--- config.mk ---
export PLATFORM = sky130hd
export DESIGN_NAME = button_debounce_long_press
export DESIGN_NICKNAME = d
export VERILOG_FILES = /design/src/design/bdlp_pkg.sv /design/src/design/bdlp_lane.sv /design/src/design/bdlp_merge.sv /design/src/design/button_debounce_long_press.sv
export VERILOG_INCLUDE_DIRS = /design/src /design/src/design
export SDC_FILE = /design/constraint.sdc
export NUM_CORES = 2
export LEC_CHECK = 0
export BUFFER_PORTS_ARGS = -buffer_cell sky130_fd_sc_hd__buf_2
export CAP_MARGIN = 10
export CORE_UTILIZATION = 56
export CTS_CLUSTER_SIZE = 28
export DETAILED_ROUTE_END_ITERATION = 6
export PLACE_DENSITY_LB_ADDON = 0.2
export SLEW_MARGIN = 20
export SYNTH_ARGS = -nofsm -noshare
export SYNTH_HDL_FRONTEND = slang
export SYNTH_SLANG_ARGS = --single-unit
--- constraint.sdc ---
create_clock -name clk -period 4.5 [get_ports clk]
set_input_delay 0.675 -clock clk [delete_from_list [all_inputs] [get_ports clk]]
set_output_delay 0.675 -clock clk [all_outputs]
set_load 0.02 [all_outputs]
--- src/design/button_debounce_long_press_defines.svh ---
// assertion macros shared by the debouncer lanes and the output buffer
// depends on nothing; included by files that carry concurrent checks
`ifndef BUTTON_DEBOUNCE_LONG_PRESS_DEFINES_SVH
`define BUTTON_DEBOUNCE_LONG_PRESS_DEFINES_SVH

`ifndef ASSERT_OFF

// same-cycle implication under reset
`define BDLP_ASSERT_IMPL(label, clk, rst_n, ante, cons) \
    label: assert property (@(posedge clk) disable iff (!rst_n) (ante) |-> (cons)) \
        else $error("implication check failed");

// next-cycle implication under reset
`define BDLP_ASSERT_NEXT(label, clk, rst_n, ante, cons) \
    label: assert property (@(posedge clk) disable iff (!rst_n) (ante) |=> (cons)) \
        else $error("next-cycle check failed");

`else

`define BDLP_ASSERT_IMPL(label, clk, rst_n, ante, cons)
`define BDLP_ASSERT_NEXT(label, clk, rst_n, ante, cons)

`endif

`endif

--- src/design/bdlp_pkg.sv ---
// constants, register codes and types of the button debouncer
// no dependencies; imported by every module of the block
package bdlp_pkg;

    // field and state widths
    localparam int FIELD_W    = 7;
    localparam int TIME_W     = 32;
    localparam int MS_W       = 16;
    localparam int HIST_W     = 16;
    localparam int CFG_IDX_W  = 2;
    localparam int CFG_DATA_W = 16;

    localparam int NUM_BUTTONS_DEFAULT = 7;

    // history patterns
    localparam logic [HIST_W-1:0] PATTERN_MASK = 16'hF03F;
    localparam logic [HIST_W-1:0] RISE_PATTERN = 16'h003F;
    localparam logic [HIST_W-1:0] FALL_PATTERN = 16'hF000;
    localparam logic [HIST_W-1:0] HIST_ONES    = 16'hFFFF;
    localparam logic [HIST_W-1:0] HIST_ZEROS   = 16'h0000;

    // register reset values
    localparam logic [FIELD_W-1:0] ACTIVE_LOW_RESET = 7'd127;
    localparam logic [MS_W-1:0]    LONG_PRESS_RESET = 16'd1000;
    localparam logic [MS_W-1:0]    REPEAT_RESET     = 16'd100;

    // register indexes
    localparam logic [CFG_IDX_W-1:0] CFG_ACTIVE_LOW = 2'd0;
    localparam logic [CFG_IDX_W-1:0] CFG_LONG_PRESS = 2'd1;
    localparam logic [CFG_IDX_W-1:0] CFG_REPEAT     = 2'd2;

    // timing registers seen by every lane
    typedef struct packed {
        logic [MS_W-1:0] long_press_ms;
        logic [MS_W-1:0] repeat_ms;
    } timing_cfg_t;

    // polarity of a lane after reset, zero for lanes beyond the field
    function automatic logic lane_reset_low(input int lane);
        logic r;
        r = 1'b0;
        for (int k = 0; k < FIELD_W; k++) begin
            if (k == lane) begin
                r = ACTIVE_LOW_RESET[k];
            end
        end
        return r;
    endfunction

endpackage

--- src/design/bdlp_lane.sv ---
// one button lane: sample history, pressed flag and held deadline
// depends on bdlp_pkg and the assertion macro header
`include "button_debounce_long_press_defines.svh"

module bdlp_lane #(
    parameter logic RESET_LOW = 1'b1
) (
    input  logic                        clk,
    input  logic                        rst_n,
    input  logic                        step,
    input  logic                        level,
    input  logic                        low,
    input  logic [bdlp_pkg::TIME_W-1:0] now_ms,
    input  bdlp_pkg::timing_cfg_t       timing,
    output logic                        press_event
);
    import bdlp_pkg::*;

    logic [HIST_W-1:0] history_reg, history_next;
    logic              pressed_flag_reg, pressed_flag_next;
    logic [TIME_W-1:0] deadline_reg, deadline_next;

    logic [HIST_W-1:0] shifted;
    logic              rise;
    logic              fall;
    logic              released;
    logic              held_due;
    logic              press_seen;

    // shift in the level and test both settled patterns
    assign shifted = {history_reg[HIST_W-2:0], level};
    assign rise    = (shifted & PATTERN_MASK) == RISE_PATTERN;
    assign fall    = (shifted & PATTERN_MASK) == FALL_PATTERN;

    assign released   = low ? rise : fall;
    assign press_seen = low ? fall : rise;
    assign held_due   = pressed_flag_reg && (now_ms >= deadline_reg);

    // release first, then the held deadline, then a new press
    always_comb
    begin
        history_next      = history_reg;
        pressed_flag_next = pressed_flag_reg;
        deadline_next     = deadline_reg;
        press_event       = 1'b0;
        if (step)
        begin
            history_next = shifted;
            if (released)
            begin
                history_next      = low ? HIST_ONES : HIST_ZEROS;
                pressed_flag_next = 1'b0;
            end
            else if (held_due)
            begin
                deadline_next = deadline_reg + {{(TIME_W-MS_W){1'b0}}, timing.repeat_ms};
            end
            else if (press_seen)
            begin
                history_next = low ? HIST_ZEROS : HIST_ONES;
                if (!pressed_flag_reg)
                begin
                    pressed_flag_next = 1'b1;
                    deadline_next     = now_ms + {{(TIME_W-MS_W){1'b0}}, timing.long_press_ms};
                    press_event       = 1'b1;
                end
            end
        end
    end

    // control state
    always_ff @(posedge clk or negedge rst_n)
    begin
        if (!rst_n)
        begin
            history_reg      <= RESET_LOW ? HIST_ONES : HIST_ZEROS;
            pressed_flag_reg <= 1'b0;
            deadline_reg     <= '0;
        end
        else
        begin
            history_reg      <= history_next;
            pressed_flag_reg <= pressed_flag_next;
            deadline_reg     <= deadline_next;
        end
    end

    // a press is only reported from the released state and then latches
    `BDLP_ASSERT_IMPL(a_event_from_idle, clk, rst_n, press_event, !pressed_flag_reg)
    `BDLP_ASSERT_NEXT(a_event_sets_flag, clk, rst_n, press_event, pressed_flag_reg)
    `BDLP_ASSERT_NEXT(a_release_clears, clk, rst_n, step && released, !pressed_flag_reg)

endmodule

--- src/design/bdlp_merge.sv ---
// merges lane press events into the result mask behind a two-entry output buffer
// depends on bdlp_pkg and the assertion macro header
`include "button_debounce_long_press_defines.svh"

module bdlp_merge #(
    parameter int NUM_BUTTONS = bdlp_pkg::NUM_BUTTONS_DEFAULT
) (
    input  logic                         clk,
    input  logic                         rst_n,
    input  logic                         push,
    input  logic [NUM_BUTTONS-1:0]       events,
    output logic                         ready,
    output logic                         result_valid,
    input  logic                         result_ready,
    output logic [bdlp_pkg::FIELD_W-1:0] press_mask
);
    import bdlp_pkg::*;

    logic [FIELD_W-1:0] merged;
    logic [FIELD_W-1:0] out_data_reg;
    logic               out_valid_reg;
    logic [FIELD_W-1:0] skid_data_reg;
    logic               skid_valid_reg;
    logic               pop;

    // gather lane events into the field, buttons past the field are dropped
    for (genvar k = 0; k < FIELD_W; k++)
    begin : g_merge
        if (k < NUM_BUTTONS)
        begin : g_lane
            assign merged[k] = events[k];
        end
        else
        begin : g_none
            assign merged[k] = 1'b0;
        end
    end

    assign ready        = !skid_valid_reg;
    assign pop          = out_valid_reg && result_ready;
    assign result_valid = out_valid_reg;
    assign press_mask   = out_data_reg;

    // output register with skid stage
    always_ff @(posedge clk or negedge rst_n)
    begin
        if (!rst_n)
        begin
            out_valid_reg  <= 1'b0;
            skid_valid_reg <= 1'b0;
        end
        else if (pop)
        begin
            if (skid_valid_reg)
            begin
                skid_valid_reg <= 1'b0;
            end
            else if (!push)
            begin
                out_valid_reg <= 1'b0;
            end
        end
        else if (push)
        begin
            if (out_valid_reg)
            begin
                skid_valid_reg <= 1'b1;
            end
            else
            begin
                out_valid_reg <= 1'b1;
            end
        end
    end

    // payload moves without reset
    always_ff @(posedge clk)
    begin
        if (pop)
        begin
            if (skid_valid_reg)
            begin
                out_data_reg <= skid_data_reg;
            end
            else if (push)
            begin
                out_data_reg <= merged;
            end
        end
        else if (push)
        begin
            if (out_valid_reg)
            begin
                skid_data_reg <= merged;
            end
            else
            begin
                out_data_reg <= merged;
            end
        end
    end

    // skid only holds a request behind a full output register
    `BDLP_ASSERT_IMPL(a_skid_behind_out, clk, rst_n, skid_valid_reg, out_valid_reg)
    `BDLP_ASSERT_IMPL(a_no_push_when_full, clk, rst_n, push, !skid_valid_reg)

endmodule

--- src/design/button_debounce_long_press.sv ---
// top level of the button debouncer with long-press timing
// depends on bdlp_pkg, bdlp_lane and bdlp_merge
//
// Debounces up to NUM_BUTTONS buttons in parallel, one lane per button, from
// scan-tick requests that carry the raw levels and the millisecond time. Each
// accepted request yields exactly one result, the mask of new presses, which
// is registered in the output buffer. The block takes one request every
// cycle: all lanes update in the same cycle (a 32-bit compare and add per
// lane) and a two-entry output buffer keeps taking requests while a result
// waits, so item_ready only drops when both entries are full. Configuration
// writes are taken at any cycle (cfg_ready is always high) and should be
// made while no request is in flight. Changing the polarity mask does not
// reload the histories.
module button_debounce_long_press #(
    parameter int NUM_BUTTONS = bdlp_pkg::NUM_BUTTONS_DEFAULT
) (
    input  logic                            clk,
    input  logic                            rst_n,
    input  logic                            item_valid,
    output logic                            item_ready,
    input  logic [bdlp_pkg::FIELD_W-1:0]    levels,
    input  logic [bdlp_pkg::TIME_W-1:0]     now_ms,
    output logic                            result_valid,
    input  logic                            result_ready,
    output logic [bdlp_pkg::FIELD_W-1:0]    press_mask,
    input  logic                            cfg_valid,
    output logic                            cfg_ready,
    input  logic [bdlp_pkg::CFG_IDX_W-1:0]  cfg_index,
    input  logic [bdlp_pkg::CFG_DATA_W-1:0] cfg_data
);
    import bdlp_pkg::*;

    logic [FIELD_W-1:0]     active_low_reg;
    timing_cfg_t            timing_reg;
    logic                   step;
    logic [NUM_BUTTONS-1:0] lane_level;
    logic [NUM_BUTTONS-1:0] lane_low;
    logic [NUM_BUTTONS-1:0] lane_event;

    assign cfg_ready = 1'b1;
    assign step      = item_valid && item_ready;

    // configuration register decode
    always_ff @(posedge clk or negedge rst_n)
    begin
        if (!rst_n)
        begin
            active_low_reg           <= ACTIVE_LOW_RESET;
            timing_reg.long_press_ms <= LONG_PRESS_RESET;
            timing_reg.repeat_ms     <= REPEAT_RESET;
        end
        else if (cfg_valid && cfg_ready)
        begin
            unique case (cfg_index)
                CFG_ACTIVE_LOW: active_low_reg           <= cfg_data[FIELD_W-1:0];
                CFG_LONG_PRESS: timing_reg.long_press_ms <= cfg_data[MS_W-1:0];
                CFG_REPEAT:     timing_reg.repeat_ms     <= cfg_data[MS_W-1:0];
                default:        ;
            endcase
        end
    end

    // one lane per button
    for (genvar i = 0; i < NUM_BUTTONS; i++)
    begin : g_lane
        if (i < FIELD_W)
        begin : g_field
            assign lane_level[i] = levels[i];
            assign lane_low[i]   = active_low_reg[i];
        end
        else
        begin : g_beyond
            assign lane_level[i] = 1'b0;
            assign lane_low[i]   = 1'b0;
        end

        bdlp_lane #(
            .RESET_LOW (lane_reset_low(i))
        ) u_lane (
            .clk         (clk),
            .rst_n       (rst_n),
            .step        (step),
            .level       (lane_level[i]),
            .low         (lane_low[i]),
            .now_ms      (now_ms),
            .timing      (timing_reg),
            .press_event (lane_event[i])
        );
    end

    // merge and output buffer
    bdlp_merge #(
        .NUM_BUTTONS (NUM_BUTTONS)
    ) u_merge (
        .clk          (clk),
        .rst_n        (rst_n),
        .push         (step),
        .events       (lane_event),
        .ready        (item_ready),
        .result_valid (result_valid),
        .result_ready (result_ready),
        .press_mask   (press_mask)
    );

endmodule
==> flow_summary.yaml <==
outcome:
  status: "finished, final reports clean"
routing:
  post_drt_wl_per_cell_um: 20.3
  drc: 0
  ant_nets: 0
  dr.first_iter.drc_count: 2288
  vias_per_cell: 6.28
  routed_wl_um: 93000
  dr.pass1.iters: 6
  num_vias: 28700
setup_path:
  timing_worst_setup_path_type: "reg -> reg"
  start_kind: "flop"
  worstPathMaxFanout: 25
  r2r_slack_ns: 0.73
  end_kind: "flop"
  cp.required_ns: 4.97
  crit_arrival_ns: 4.25
die:
  coreArea_mm2: 0.0540
  die_area_mm2: 0.0559
  ios: 72
  die_h_um: 236
  fp.dieW_um: 236
  row_count: 85
  initial_core_util: 0.570
synth:
  synth-seq-cells: 391
  synth_top_flop_cell: "dfrtp_1"
  yosysMostFrequentCell: "nand2_1"
  syn-mean-instance-area_um2: 8.24
  synth.distinct_cells: 98
  synth_common_cells: "nand2_1 (489), a21oi_1 (450), ha_1 (352)"
  synth-seq-area-share: 0.325
  synth_edf_count: 14
  syn-cell-area_mm2: 0.0308
  synth_top_area_cell: "dfrtp_1"
  synth_fp_nets: 4160
  async_flop_share: 0.964
  synth_area_leaders: "dfrtp_1 (21%), ha_1 (14%), dfstp_2 (10%), a21oi_1 (7.3%), nand2_1 (6.0%)"
  yosys.area.top_type_share: 0.208
  ys_warn_count: 0
  postSynthCellCount: 3738
placed_design:
  dp_hpwl_um: 70100
  dp_slack_ns: 0.288
  portBuffers: 70
  gp_congestion: 0.954
global_route:
  grt_pass1_wl_um: 147000
  use_met1: 0.467
  grtUsageMet2: 0.522
  grt_pass1_vias: 27200
  grt_remaining_overflow: 0
  met3_usage: 0.0426
  grtUsageTotal: 0.332
  grt_antenna_before_repair: 1
  grt_max_degree: 88
  top_usage_layer: "met2"
layout:
  syn_to_final_growth_pct: 10.8
  num-fill-cells: 4783
  nets: 4261
  largest_reg_flops: 224
  drive_gt1_frac: 0.121
  fin_util: 0.632
  antenna_cells: 0
clock_network:
  cts_buffers: 47
  cts_max_level: 2
  cts_resized: 0
  cts_max_path_buffers: 3
  clk_latency_ns: 0.60
  post_cts_buffers: 0
  ctsRootBufferMaster: "clkbuf_16"
  cts_tree: "done"
  hold_buffers: 0
  clock-sinks: 391
  clk_pin_slew_ns: 0.06
job:
  maxCapViolCount: 0
sta:
  skew_ns: 0.0158
  worst_pin_slew_ns: 1.14
  hold_viol: 0
  min_period_ns: 3.77
  max_freq_ghz: 0.265
  setup_viol: 0
  period_share: 0.839
  timing.final.ws_setup_ns: 0.725
  fin_tns_setup_ns: 0
  maxSlewViolCount: 0
  slew_headroom: 0.240
  grt_setup_unrepaired: "false"
power:
  powerDensity_mw_per_mm2: 676
  peakVddDrop_uv: 403
  leakagePower_nw: 15.6
  p_total_mw: 23.1
min_path:
  worstHoldPathType: "in -> async"
==> stage by stage <==
step                      std cells  hold WS [ns]  instance area, um2
after floorplan                3738         0.379               30800
after global placement         4486         0.444               32500
after detailed placement       4486         0.448               32500
after CTS                      4574        0.0811               34100
after global routing           4574         0.130               34100
final                          4574        0.0696               34100
==> worst max-delay path: stages (launching register included) <==
cell and delay, ns:
dfrtp_1 0.41, inv_1 0.11, ha_1 0.31, nand4_1 0.15, or4_1 0.62, nor4_1 0.59
o31ai_1 0.12, buf_4 0.18, nor2_4 0.43, buf_4 0.37, mux2i_1 0.24, a21oi_1 0.09
==> where the power goes <==
| group | internal (mW) | leakage (nW) | switching [mW] |
|---|---|---|---|
| logic | 4.93 | 10.4 | 7.19 |
| registers | 5.34 | 4.37 | 1.46 |
| clock network | 2.50 | 0.818 | 1.66 |
==> cell type report <==
class | count | area (um2) | share of cell area
clock inverter | 25 | 329 | 0.00964
clock buffer | 63 | 1340 | 0.0393
inverter | 275 | 1030 | 0.0302
tap | 696 | 871 | 0.0255
timing repair buffer | 177 | 1280 | 0.0374
multi-input combinational | 2947 | 19300 | 0.565
sequential | 391 | 10000 | 0.293
==> worst paths after layout <==
check	start	endpoint	depth (start not counted)
setup / recovery	g_lane[0].u_lane.deadline_reg[23]$_DFFE_PN0P_	g_lane[0].u_lane.deadline_reg[11]$_DFFE_PN0P_	11
hold / removal	rst_n	g_lane[3].u_lane.deadline_reg[7]$_DFFE_PN0P_	1
setup reg to reg	g_lane[0].u_lane.deadline_reg[23]$_DFFE_PN0P_	g_lane[0].u_lane.deadline_reg[11]$_DFFE_PN0P_	11
hold reg to reg	g_lane[5].u_lane.history_reg[5]$_DFFE_PN1P_	g_lane[5].u_lane.history_reg[5]$_DFFE_PN1P_	2
max in group asynchronous	rst_n	g_lane[6].u_lane.history_reg[8]$_DFFE_PN1P_	2
min in group clk	levels[6]	g_lane[6].u_lane.history_reg[0]$_DFFE_PN1P_	3
==> kinds of logic (layout without fill, tap and decap cells) <==
family | count (synthesis) | count (layout) | share of synthesized area
xor+xnor | 102 | 102 | 0.0290
compound gates | 1217 | 1217 | 0.242
other cells | 1 | 1 | 0.000122
mux | 77 | 77 | 0.0267
simple gates | 1190 | 1190 | 0.177
flops | 391 | 391 | 0.325
fa+ha+maj | 360 | 360 | 0.148
buf+inv | 400 | 540 | 0.0520
==> layer usage <==
metal  vias to the layer above  routed length, um  part of all wire
met5                         -                  0                 0
met3                       168               7090             0.076
met4                         0               3290             0.035
li1                      13800                  -                 -
met2                       974              41500              0.45
met1                     13800              41100              0.44
==> cells in the final DEF, fill, tap and decap left out, types with 18 or more instances in the layout <==
master,instances
xnor2_1,55
o31ai_1,21
o21ai_0,267
nand4_1,58
inv_1,272
ha_1,352
clkbuf_16,50
o21a_1,35
and3_1,25
nand2b_1,30
buf_4,98
dfrtp_1,256
o22ai_1,45
mux2i_1,35
nand2_1,488
o211ai_1,18
a21o_1,59
nand3_1,101
nor3_1,68
nor4_1,27
mux2_2,41
a21oi_1,448
nor2b_1,20
xor2_1,46
buf_2,69
nor2_1,285
a31oi_1,52
dfstp_2,121
a211oi_1,50
a22oi_1,21
No activity file was read; power rests on OpenSTA's default activity.
